File: src/rtl/assert_macros.svh
// ----------------------------------------------------------------------------
// assert_macros
// shared concurrent assertion macros for the matrix product block
// ----------------------------------------------------------------------------
`ifndef ASSERT_MACROS_SVH
`define ASSERT_MACROS_SVH

// property must hold at every rising edge outside reset
`define ASSERT_CLK(lbl, clk, rst_n, prop) \
    lbl: assert property (@(posedge clk) disable iff (!rst_n) prop) \
        else $error("%m: assertion failed");

// expression must never be true outside reset
`define ASSERT_NEVER(lbl, clk, rst_n, expr) \
    lbl: assert property (@(posedge clk) disable iff (!rst_n) !(expr)) \
        else $error("%m: forbidden condition seen");

`endif

File: src/rtl/mm4_pkg.sv
// ----------------------------------------------------------------------------
// mm4_pkg
// constants, types and helpers shared by the matrix product block
// ----------------------------------------------------------------------------
package mm4_pkg;

    localparam int DIM       = 4;
    localparam int FRAC_BITS = 16;
    localparam int CELLS     = DIM * DIM;
    localparam int ADDR_W    = $clog2(CELLS);
    localparam int K_W       = $clog2(DIM);
    localparam int IDX_W     = 2;
    localparam int ACT_W     = 2;
    localparam int DATA_W    = 32;
    localparam int PROD_W    = 2 * DATA_W;
    localparam int ACC_W     = PROD_W + $clog2(DIM);

    localparam logic [ACT_W-1:0] ACT_LOAD_LEFT  = 2'd0;
    localparam logic [ACT_W-1:0] ACT_LOAD_RIGHT = 2'd1;
    localparam logic [ACT_W-1:0] ACT_COMPUTE    = 2'd2;

    // control travelling alongside one read of the two stores
    typedef struct packed {
        logic             vld;
        logic             first;
        logic             last;
        logic             run_last;
        logic [IDX_W-1:0] row;
        logic [IDX_W-1:0] col;
    } t_mac_ctl;

    function automatic logic [ADDR_W-1:0] cell_addr(input int unsigned row,
                                                    input int unsigned col);
        return ADDR_W'(row * DIM + col);
    endfunction

    // drop fraction bits (floor) and clamp to a signed 32 bit word
    function automatic logic [DATA_W-1:0] shift_sat(input logic signed [ACC_W-1:0] acc);
        logic signed [ACC_W-1:0] sh;
        logic [ACC_W-DATA_W:0]   top;
        sh  = acc >>> FRAC_BITS;
        top = sh[ACC_W-1:DATA_W-1];
        if ((&top) || !(|top)) begin
            return sh[DATA_W-1:0];
        end else if (sh[ACC_W-1]) begin
            return {1'b1, {(DATA_W-1){1'b0}}};
        end else begin
            return {1'b0, {(DATA_W-1){1'b1}}};
        end
    endfunction

endpackage

File: src/rtl/mm4_if.sv
// ----------------------------------------------------------------------------
// mm4_if
// valid/ready channels for command beats and product beats
// ----------------------------------------------------------------------------
interface mm4_in_if;
    import mm4_pkg::*;

    logic                     valid;
    logic                     ready;
    logic [ACT_W-1:0]         action;
    logic [IDX_W-1:0]         row_index;
    logic [IDX_W-1:0]         col_index;
    logic signed [DATA_W-1:0] element_value;

    modport source (output valid, action, row_index, col_index, element_value,
                    input ready);
    modport sink   (input valid, action, row_index, col_index, element_value,
                    output ready);
endinterface

interface mm4_out_if;
    import mm4_pkg::*;

    logic                     valid;
    logic                     ready;
    logic [IDX_W-1:0]         out_row;
    logic [IDX_W-1:0]         out_col;
    logic signed [DATA_W-1:0] product_value;
    logic                     last_of_run;

    modport source (output valid, out_row, out_col, product_value, last_of_run,
                    input ready);
    modport sink   (input valid, out_row, out_col, product_value, last_of_run,
                    output ready);
endinterface

File: src/rtl/mm4_store.sv
// ----------------------------------------------------------------------------
// mm4_store
// left and right element memories, one write port, registered reads
// ----------------------------------------------------------------------------
`include "assert_macros.svh"

module mm4_store (
    input  logic                              i_clk,
    input  logic                              i_rst_n,
    input  logic                              i_wr_en,
    input  logic                              i_wr_right,
    input  logic [mm4_pkg::ADDR_W-1:0]        i_wr_addr,
    input  logic signed [mm4_pkg::DATA_W-1:0] i_wr_data,
    input  logic                              i_rd_en,
    input  logic [mm4_pkg::ADDR_W-1:0]        i_rd_left_addr,
    input  logic [mm4_pkg::ADDR_W-1:0]        i_rd_right_addr,
    output logic signed [mm4_pkg::DATA_W-1:0] o_left_data,
    output logic signed [mm4_pkg::DATA_W-1:0] o_right_data
);
    import mm4_pkg::*;

    logic signed [DATA_W-1:0] r_left_mem  [CELLS];
    logic signed [DATA_W-1:0] r_right_mem [CELLS];
    logic [CELLS-1:0]         r_left_vld;
    logic [CELLS-1:0]         r_right_vld;
    logic signed [DATA_W-1:0] r_left_rd;
    logic signed [DATA_W-1:0] r_right_rd;
    logic                     r_left_rd_vld;
    logic                     r_right_rd_vld;

    always_ff @(posedge i_clk) begin
        if (i_wr_en && !i_wr_right) begin
            r_left_mem[i_wr_addr] <= i_wr_data;
        end
        if (i_wr_en && i_wr_right) begin
            r_right_mem[i_wr_addr] <= i_wr_data;
        end
        if (i_rd_en) begin
            r_left_rd  <= r_left_mem[i_rd_left_addr];
            r_right_rd <= r_right_mem[i_rd_right_addr];
        end
    end

    // written flags, an unwritten entry reads as zero
    always_ff @(posedge i_clk) begin
        if (!i_rst_n) begin
            r_left_vld     <= '0;
            r_right_vld    <= '0;
            r_left_rd_vld  <= 1'b0;
            r_right_rd_vld <= 1'b0;
        end else begin
            if (i_wr_en && !i_wr_right) begin
                r_left_vld[i_wr_addr] <= 1'b1;
            end
            if (i_wr_en && i_wr_right) begin
                r_right_vld[i_wr_addr] <= 1'b1;
            end
            if (i_rd_en) begin
                r_left_rd_vld  <= r_left_vld[i_rd_left_addr];
                r_right_rd_vld <= r_right_vld[i_rd_right_addr];
            end
        end
    end

    assign o_left_data  = r_left_rd_vld  ? r_left_rd  : '0;
    assign o_right_data = r_right_rd_vld ? r_right_rd : '0;

    // loads only land while no product run is reading
    `ASSERT_NEVER(a_no_wr_during_rd, i_clk, i_rst_n, i_wr_en && i_rd_en)

endmodule

File: src/rtl/mm4_seq.sv
// ----------------------------------------------------------------------------
// mm4_seq
// walks the product elements and issues one pair of reads per term
// ----------------------------------------------------------------------------
`include "assert_macros.svh"

module mm4_seq (
    input  logic                       i_clk,
    input  logic                       i_rst_n,
    input  logic                       i_start,
    input  logic                       i_beat,
    output logic                       o_idle,
    output logic                       o_rd_en,
    output logic [mm4_pkg::ADDR_W-1:0] o_left_addr,
    output logic [mm4_pkg::ADDR_W-1:0] o_right_addr,
    output mm4_pkg::t_mac_ctl          o_ctl
);
    import mm4_pkg::*;

    localparam logic [1:0] S_IDLE  = 2'd0;
    localparam logic [1:0] S_ISSUE = 2'd1;
    localparam logic [1:0] S_WAIT  = 2'd2;

    localparam logic [K_W-1:0] K_LAST = K_W'(DIM - 1);

    logic [1:0]     r_state, n_state;
    logic [K_W-1:0] r_i, n_i;
    logic [K_W-1:0] r_j, n_j;
    logic [K_W-1:0] r_k, n_k;
    logic           run_last;

    assign run_last = (r_i == K_LAST) && (r_j == K_LAST);

    always_comb begin
        n_state = r_state;
        n_i     = r_i;
        n_j     = r_j;
        n_k     = r_k;
        unique case (r_state)
            S_IDLE: begin
                if (i_start) begin
                    n_state = S_ISSUE;
                    n_i     = '0;
                    n_j     = '0;
                    n_k     = '0;
                end
            end
            S_ISSUE: begin
                if (r_k == K_LAST) begin
                    n_state = S_WAIT;
                    n_k     = '0;
                end else begin
                    n_k = r_k + 1'b1;
                end
            end
            S_WAIT: begin
                if (i_beat) begin
                    if (run_last) begin
                        n_state = S_IDLE;
                    end else begin
                        n_state = S_ISSUE;
                        if (r_j == K_LAST) begin
                            n_j = '0;
                            n_i = r_i + 1'b1;
                        end else begin
                            n_j = r_j + 1'b1;
                        end
                    end
                end
            end
            default: begin
                n_state = S_IDLE;
            end
        endcase
    end

    always_ff @(posedge i_clk) begin
        if (!i_rst_n) begin
            r_state <= S_IDLE;
            r_i     <= '0;
            r_j     <= '0;
            r_k     <= '0;
        end else begin
            r_state <= n_state;
            r_i     <= n_i;
            r_j     <= n_j;
            r_k     <= n_k;
        end
    end

    assign o_idle       = (r_state == S_IDLE);
    assign o_rd_en      = (r_state == S_ISSUE);
    assign o_left_addr  = cell_addr(32'(r_i), 32'(r_k));
    assign o_right_addr = cell_addr(32'(r_k), 32'(r_j));

    always_comb begin
        o_ctl          = '0;
        o_ctl.vld      = (r_state == S_ISSUE);
        o_ctl.first    = (r_k == '0);
        o_ctl.last     = (r_k == K_LAST);
        o_ctl.run_last = run_last;
        o_ctl.row      = IDX_W'(r_i);
        o_ctl.col      = IDX_W'(r_j);
    end

    // a product beat only ever answers an element we are waiting on
    `ASSERT_CLK(a_beat_when_waiting, i_clk, i_rst_n, i_beat |-> (r_state == S_WAIT))
    // every element issues its terms back to back from the first
    `ASSERT_CLK(a_terms_contiguous, i_clk, i_rst_n,
        (o_ctl.vld && !o_ctl.first) |-> $past(o_ctl.vld))

endmodule

File: src/rtl/mm4_mac.sv
// ----------------------------------------------------------------------------
// mm4_mac
// multiply, exact accumulate, shift, clamp and product output register
// ----------------------------------------------------------------------------
`include "assert_macros.svh"

module mm4_mac (
    input  logic                              i_clk,
    input  logic                              i_rst_n,
    input  mm4_pkg::t_mac_ctl                 i_ctl,
    input  logic signed [mm4_pkg::DATA_W-1:0] i_left_data,
    input  logic signed [mm4_pkg::DATA_W-1:0] i_right_data,
    output logic                              o_beat,
    mm4_out_if.source                         o_out
);
    import mm4_pkg::*;

    t_mac_ctl                 r_s1_ctl;
    t_mac_ctl                 r_s2_ctl;
    t_mac_ctl                 r_s3_ctl;
    logic signed [PROD_W-1:0] r_prod;
    logic signed [ACC_W-1:0]  r_acc;
    logic signed [ACC_W-1:0]  prod_ext;
    logic                     acc_done;
    logic                     r_out_vld;
    logic [IDX_W-1:0]         r_out_row;
    logic [IDX_W-1:0]         r_out_col;
    logic [DATA_W-1:0]        r_out_val;
    logic                     r_out_last;

    assign prod_ext = {{(ACC_W-PROD_W){r_prod[PROD_W-1]}}, r_prod};
    assign acc_done = r_s3_ctl.vld && r_s3_ctl.last;
    assign o_beat   = r_out_vld && o_out.ready;

    // control pipeline, lined up with read data, product and sum
    always_ff @(posedge i_clk) begin
        if (!i_rst_n) begin
            r_s1_ctl <= '0;
            r_s2_ctl <= '0;
            r_s3_ctl <= '0;
        end else begin
            r_s1_ctl <= i_ctl;
            r_s2_ctl <= r_s1_ctl;
            r_s3_ctl <= r_s2_ctl;
        end
    end

    always_ff @(posedge i_clk) begin
        if (r_s1_ctl.vld) begin
            r_prod <= i_left_data * i_right_data;
        end
        if (r_s2_ctl.vld) begin
            r_acc <= r_s2_ctl.first ? prod_ext : r_acc + prod_ext;
        end
        if (acc_done) begin
            r_out_row  <= r_s3_ctl.row;
            r_out_col  <= r_s3_ctl.col;
            r_out_val  <= shift_sat(r_acc);
            r_out_last <= r_s3_ctl.run_last;
        end
    end

    always_ff @(posedge i_clk) begin
        if (!i_rst_n) begin
            r_out_vld <= 1'b0;
        end else if (acc_done) begin
            r_out_vld <= 1'b1;
        end else if (o_beat) begin
            r_out_vld <= 1'b0;
        end
    end

    assign o_out.valid         = r_out_vld;
    assign o_out.out_row       = r_out_row;
    assign o_out.out_col       = r_out_col;
    assign o_out.product_value = r_out_val;
    assign o_out.last_of_run   = r_out_last;

    // a finished sum never overwrites a product still waiting
    `ASSERT_NEVER(a_no_overwrite, i_clk, i_rst_n, acc_done && r_out_vld)

endmodule

File: src/rtl/matrix4_multiply.sv
// load beats: one per cycle while no product run is in progress, written to the stores at the accepting edge
// compute beat: starts a run of 16 product beats; each element takes 4 term reads
//   on the single read port of each store, then multiply, sum and clamp stages,
//   and the next element's reads wait until its product beat is taken
// first product beat follows the store read, product, sum and output registers
// reset: synchronous, active low; both stores read as zero until written
// ----------------------------------------------------------------------------
// matrix4_multiply
// 4x4 signed Q16.16 matrix product built around two element memories
// ----------------------------------------------------------------------------
module matrix4_multiply (
    input  logic      i_clk,
    input  logic      i_rst_n,
    mm4_in_if.sink    i_in,
    mm4_out_if.source o_out
);
    import mm4_pkg::*;

    logic                     in_beat;
    logic                     idle;
    logic                     start;
    logic                     wr_en;
    logic                     wr_right;
    logic                     in_range;
    logic [ADDR_W-1:0]        wr_addr;
    logic                     rd_en;
    logic [ADDR_W-1:0]        rd_left_addr;
    logic [ADDR_W-1:0]        rd_right_addr;
    logic signed [DATA_W-1:0] left_data;
    logic signed [DATA_W-1:0] right_data;
    t_mac_ctl                 ctl;
    logic                     out_beat;

    // command beats are taken only between product runs
    assign i_in.ready = idle;
    assign in_beat    = i_in.valid && i_in.ready;

    // element loads outside the matrix are dropped
    assign in_range = (32'(i_in.row_index) < DIM) && (32'(i_in.col_index) < DIM);
    assign wr_addr  = cell_addr(32'(i_in.row_index), 32'(i_in.col_index));

    // decode the command beat; the spare code does nothing
    always_comb begin
        wr_en    = 1'b0;
        wr_right = 1'b0;
        start    = 1'b0;
        unique case (i_in.action)
            ACT_LOAD_LEFT: begin
                wr_en = in_beat && in_range;
            end
            ACT_LOAD_RIGHT: begin
                wr_en    = in_beat && in_range;
                wr_right = 1'b1;
            end
            ACT_COMPUTE: begin
                start = in_beat;
            end
            default: begin
                wr_en = 1'b0;
            end
        endcase
    end

    // left and right element memories
    mm4_store u_store (
        .i_clk           (i_clk),
        .i_rst_n         (i_rst_n),
        .i_wr_en         (wr_en),
        .i_wr_right      (wr_right),
        .i_wr_addr       (wr_addr),
        .i_wr_data       (i_in.element_value),
        .i_rd_en         (rd_en),
        .i_rd_left_addr  (rd_left_addr),
        .i_rd_right_addr (rd_right_addr),
        .o_left_data     (left_data),
        .o_right_data    (right_data)
    );

    // element and term walker, holds each element until its beat is taken
    mm4_seq u_seq (
        .i_clk        (i_clk),
        .i_rst_n      (i_rst_n),
        .i_start      (start),
        .i_beat       (out_beat),
        .o_idle       (idle),
        .o_rd_en      (rd_en),
        .o_left_addr  (rd_left_addr),
        .o_right_addr (rd_right_addr),
        .o_ctl        (ctl)
    );

    // multiply-accumulate datapath and product output register
    mm4_mac u_mac (
        .i_clk        (i_clk),
        .i_rst_n      (i_rst_n),
        .i_ctl        (ctl),
        .i_left_data  (left_data),
        .i_right_data (right_data),
        .o_beat       (out_beat),
        .o_out        (o_out)
    );

endmodule

File: src/flat_wrapper.sv
// flat-port wrapper written by rule: the top's interface ports become plain ports
module matrix4_multiply_flat import mm4_pkg::*;
  (i_clk, i_rst_n, i_in_valid, i_in_action, i_in_row_index, i_in_col_index, i_in_element_value, i_in_ready, o_out_valid, o_out_out_row, o_out_out_col, o_out_product_value, o_out_last_of_run, o_out_ready);
  mm4_in_if i_in_i ();
  mm4_out_if o_out_i ();
  input  logic i_clk;
  input  logic i_rst_n;
  input wire logic [$bits(i_in_i.valid)-1:0] i_in_valid;
  input wire logic [$bits(i_in_i.action)-1:0] i_in_action;
  input wire logic [$bits(i_in_i.row_index)-1:0] i_in_row_index;
  input wire logic [$bits(i_in_i.col_index)-1:0] i_in_col_index;
  input wire logic [$bits(i_in_i.element_value)-1:0] i_in_element_value;
  output wire logic [$bits(i_in_i.ready)-1:0] i_in_ready;
  output wire logic [$bits(o_out_i.valid)-1:0] o_out_valid;
  output wire logic [$bits(o_out_i.out_row)-1:0] o_out_out_row;
  output wire logic [$bits(o_out_i.out_col)-1:0] o_out_out_col;
  output wire logic [$bits(o_out_i.product_value)-1:0] o_out_product_value;
  output wire logic [$bits(o_out_i.last_of_run)-1:0] o_out_last_of_run;
  input wire logic [$bits(o_out_i.ready)-1:0] o_out_ready;
  assign i_in_i.valid = i_in_valid;
  assign i_in_i.action = i_in_action;
  assign i_in_i.row_index = i_in_row_index;
  assign i_in_i.col_index = i_in_col_index;
  assign i_in_i.element_value = i_in_element_value;
  assign i_in_ready = i_in_i.ready;
  assign o_out_valid = o_out_i.valid;
  assign o_out_out_row = o_out_i.out_row;
  assign o_out_out_col = o_out_i.out_col;
  assign o_out_product_value = o_out_i.product_value;
  assign o_out_last_of_run = o_out_i.last_of_run;
  assign o_out_i.ready = o_out_ready;
  matrix4_multiply u_core (.i_clk(i_clk), .i_rst_n(i_rst_n), .i_in(i_in_i), .o_out(o_out_i));
endmodule
File: config.mk
export PLATFORM = sky130hd
export DESIGN_NAME = matrix4_multiply_flat
export DESIGN_NICKNAME = d
export VERILOG_FILES = /design/src/rtl/mm4_pkg.sv /design/src/rtl/mm4_if.sv /design/src/rtl/mm4_store.sv /design/src/rtl/mm4_seq.sv /design/src/rtl/mm4_mac.sv /design/src/rtl/matrix4_multiply.sv /design/src/flat_wrapper.sv
export VERILOG_INCLUDE_DIRS = /design/src /design/src/rtl
export SDC_FILE = /design/constraint.sdc
export NUM_CORES = 2
export LEC_CHECK = 0
export BUFFER_PORTS_ARGS = -buffer_cell sky130_fd_sc_hd__buf_4
export CAP_MARGIN = 20
export CORE_MARGIN = 2
export CORE_UTILIZATION = 59
export DETAILED_ROUTE_END_ITERATION = 10
export PLACE_DENSITY = 0.86
export SLEW_MARGIN = 20
export SYNTH_ARGS = -nofsm -noshare
export SYNTH_HDL_FRONTEND = slang
export SYNTH_SLANG_ARGS = --single-unit
File: constraint.sdc
create_clock -name i_clk -period 8.5 [get_ports i_clk]
set_clock_uncertainty 0.2 [all_clocks]
set_input_delay 0.425 -clock i_clk [delete_from_list [all_inputs] [get_ports i_clk]]
set_output_delay 0.425 -clock i_clk [all_outputs]
set_load 0.02 [all_outputs]
==> flow_metrics.env <==
export IMPL_status="finished clean"
export IMPL_layout_common_cells="1255 x edfxtp_1, 1075 x fa_1, 996 x inv_1"
export IMPL_wl_per_cell_um=29.1
export IMPL_worst_slack_ps=92.2
export IMPL_nets=8221
export IMPL_path_max_fanout=22
export IMPL_fin_cells=8882
export IMPL_die_y_um=391
export IMPL_ys_seq_area_frac=0.442
export IMPL_netlist_area_mm2=0.0883
export IMPL_leakage_nw=38.3
export IMPL_synth_cell_types=87
export IMPL_synthFlopType="edfxtp_1"
export IMPL_dp_worst_setup_slack_ps=-174
export IMPL_antenna_found_initial=21
export IMPL_ioPinCount=81
export IMPL_tns_ps=0
export IMPL_fmax_ghz=0.119
export IMPL_worstSetupPathType="flip-flop to flip-flop"
export IMPL_gp_congestion=1.00
export IMPL_hold_class="input port to flip-flop"
export IMPL_htreeDepth=4
export IMPL_drc=0
export IMPL_cp_arrival_ps=8710
export IMPL_globalRouteOverflowTotal=0
export IMPL_max_slew_margin=0.250
export IMPL_areaGrowthSynthToFinish_pct=10.4
export IMPL_final_max_slew_viol_count=0
export IMPL_tritoncts="built"
export IMPL_grt_pass1_wl_mm=383
export IMPL_cts_sinks=1321
export IMPL_grt_pass1_vias=59900
export IMPL_synth_top_cells_by_area="edfxtp_1 43%, fa_1 25%, mux4_2 8.4%"
export IMPL_netlist_instances=6702
export IMPL_hold_viol_final=0
export IMPL_finalCriticalPeriod_ps=8410
export IMPL_ir_worst_vdd_uv=298
export IMPL_required_ps=8810
export IMPL_synth_top_area_cell="edfxtp_1"
export IMPL_core_area_mm2=0.148
export IMPL_port_buffer_count=80
export IMPL_gr_usage_all_layers=0.346
export IMPL_powerDensity_mw_per_mm2=139
export IMPL_cp_start_kind="flip-flop"
export IMPL_die_w_um=391
export IMPL_max_cap_violations=0
export IMPL_dieArea_mm2=0.153
export IMPL_clk_insertion_delay_late_ps=810
export IMPL_start_util=0.596
export IMPL_hold_ws_ps=121
export IMPL_setup_viol_count_final=0
export IMPL_yosys_warnings=0
export IMPL_layout_commonest_cell="edfxtp_1"
export IMPL_yosys_register_bits=1321
export IMPL_drt_initial_drc_count=7099
export IMPL_dp_hpwl_mm=173
export IMPL_grt_max_degree=107
export IMPL_avgViaCountPerCell=6.40
export IMPL_dpl_cell_count=8590
export IMPL_async_reset_ff_frac=0
export IMPL_row_count=141
export IMPL_wirelength_mm=259
export IMPL_vias=56900
export IMPL_synth_edf_count=1255
export IMPL_drive_gt1_frac=0.146
export IMPL_worst_setup_path_end_kind="flip-flop"
export IMPL_avgSynthCellArea_um2=13.2
export IMPL_dr_pass1_iters=6
export IMPL_worstMarginPinSlew_ps=1130
export IMPL_cts_root_buf="clkbuf_16"
export IMPL_ant_nets=0
export IMPL_syn_nets=8080
export IMPL_clock_path_buffers=3
export IMPL_cts_made_buffers=131
export IMPL_power_w=0.0136
export IMPL_synth_top_area_frac=0.427
export IMPL_fin_crit_sh=0.989
export IMPL_clkTransAtPathRegs_ps=70
## logic make-up after synthesis
| kind of cell | Yosys count | share of synthesized area |
|---|---|---|
| XOR/XNOR | 129 | 0.0128 |
| AND/OR/NAND/NOR | 1649 | 0.0783 |
| flip-flops | 1321 | 0.442 |
| adder cells (fa/ha/maj) | 1336 | 0.281 |
| multiplexers | 337 | 0.0850 |
| AO/OA/AOI/OAI | 577 | 0.0432 |
| buffers and inverters | 1353 | 0.0580 |
## routing by layer
| layer | GRT usage | vias up | wire [um] |
|---|---|---|---|
| li1 | - | 22700 | - |
| met1 | 0.425 | 28900 | 86400 |
| met2 | 0.559 | 4268 | 124000 |
| met3 | 0.0923 | 1015 | 30700 |
| met4 | 0.194 | 22 | 17400 |
| met5 | 0 | - | 172 |
## stage by stage
step | utilization | area (um2)
6_report | 0.658 | 97500
3_3_place_gp | 0.623 | 92300
3_5_place_dp | 0.623 | 92300
2_1_floorplan | - | 88300
5_1_grt | 0.658 | 97500
4_1_cts | 0.655 | 97000
## synth_stat cells (all sizes together), types with 14 or more instances
master,instances
o21bai,23
xor2,51
a211oi,15
nor3,32
a21o,104
and2,87
and3,16
o21a,43
nor2,645
ha,253
nand3,44
mux4,330
dfxtp,66
nand4,43
nor2b,21
o21ai,146
buf,72
edfxtp,1255
a21oi,158
nand2b,14
nand2,703
clkbuf,279
fa,1083
xnor2,78
inv,1002
## path summary, 6_finish.rpt
check	cells past startpoint	to	slack, ps	start
max	25	u_core.u_mac.r_prod[60]	90	u_core.u_store.r_right_rd_vld
min reg2reg	0	u_core.u_mac.o_out.out_row[1]	200	u_core.u_mac.r_s3_ctl[3]
max reg2reg	25	u_core.u_mac.r_prod[60]	90	u_core.u_store.r_right_rd_vld
min	3	u_core.u_store.r_left_mem[12][0]	120	i_in_col_index[1]
## what timing repair did
item,CTS,global route
setup buffers,0,10
endpoints found under the setup margin,4,13
hold endpoints to repair,1037,0
hold buffers,36,0
pin swaps,0,11
cloned,0,3
resized for setup,12,79
## state kept, by name, indices dropped and copies added (netlist names)
| register | flops |
|---|---|
| u_core.u_mac.o_out.product_value | 32 |
| u_core.u_store.r_right_rd_vld | 1 |
| u_core.u_store.r_right_vld | 16 |
| u_core.u_store.r_left_vld | 16 |
| u_core.u_seq.r_k | 2 |
| u_core.u_seq.r_i | 2 |
| u_core.u_mac.o_out.valid | 1 |
| u_core.u_mac.r_s3_ctl | 7 |
| u_core.u_mac.r_s2_ctl | 8 |
| u_core.u_store.r_left_rd | 32 |
| u_core.u_mac.r_s1_ctl | 8 |
| u_core.u_seq.r_j | 2 |
| u_core.u_mac.o_out.last_of_run | 1 |
| u_core.u_store.r_left_rd_vld | 1 |
| u_core.u_store.r_left_mem | 512 |
| u_core.u_store.r_right_rd | 32 |
| u_core.u_store.r_right_mem | 512 |
| u_core.u_mac.r_prod | 64 |
| u_core.u_mac.o_out.out_col | 2 |
| u_core.u_seq.r_state | 2 |
| u_core.u_mac.o_out.out_row | 2 |
| u_core.u_mac.r_acc | 66 |
## worst max-delay path: stages, from the launching register on
cell and delay [ps]:
dfxtp_4 380, buf_4 170, clkbuf_16 200, nand2_1 560, nor2_1 150, fa_1 430, fa_1 510, inv_1 50
fa_1 420, fa_1 560, inv_1 60, fa_1 560, fa_1 440, fa_1 410, fa_1 480, ha_1 340
buf_4 160, a21o_1 170, nor2_1 120, or4_4 530, a21oi_4 300, o31ai_4 130, or2_4 290, o31ai_4 250
a21oi_2 90, xnor2_1 130
## where the power goes
group / leakage [nW] / internal [W] / switching [W]
clock: 2.11 / 0.00325 / 0.00273
sequential: 11.8 / 0.00716 / 0.0000366
combinational: 24.4 / 0.000146 / 0.000266
total: 38.3 / 0.0106 / 0.00303
## area by class of cell
class                   count  area, um2
diodes                      6       15.0
clock buffers             161       3470
clock inverters            75        893
fillers                 10000      50700
inverters                1002       3770
multi-input cells        4028      44700
flip-flops and latches   1321      39000
well taps                1930       2410
repair buffers            359       3200
No activity file was read; power rests on OpenSTA's default activity.
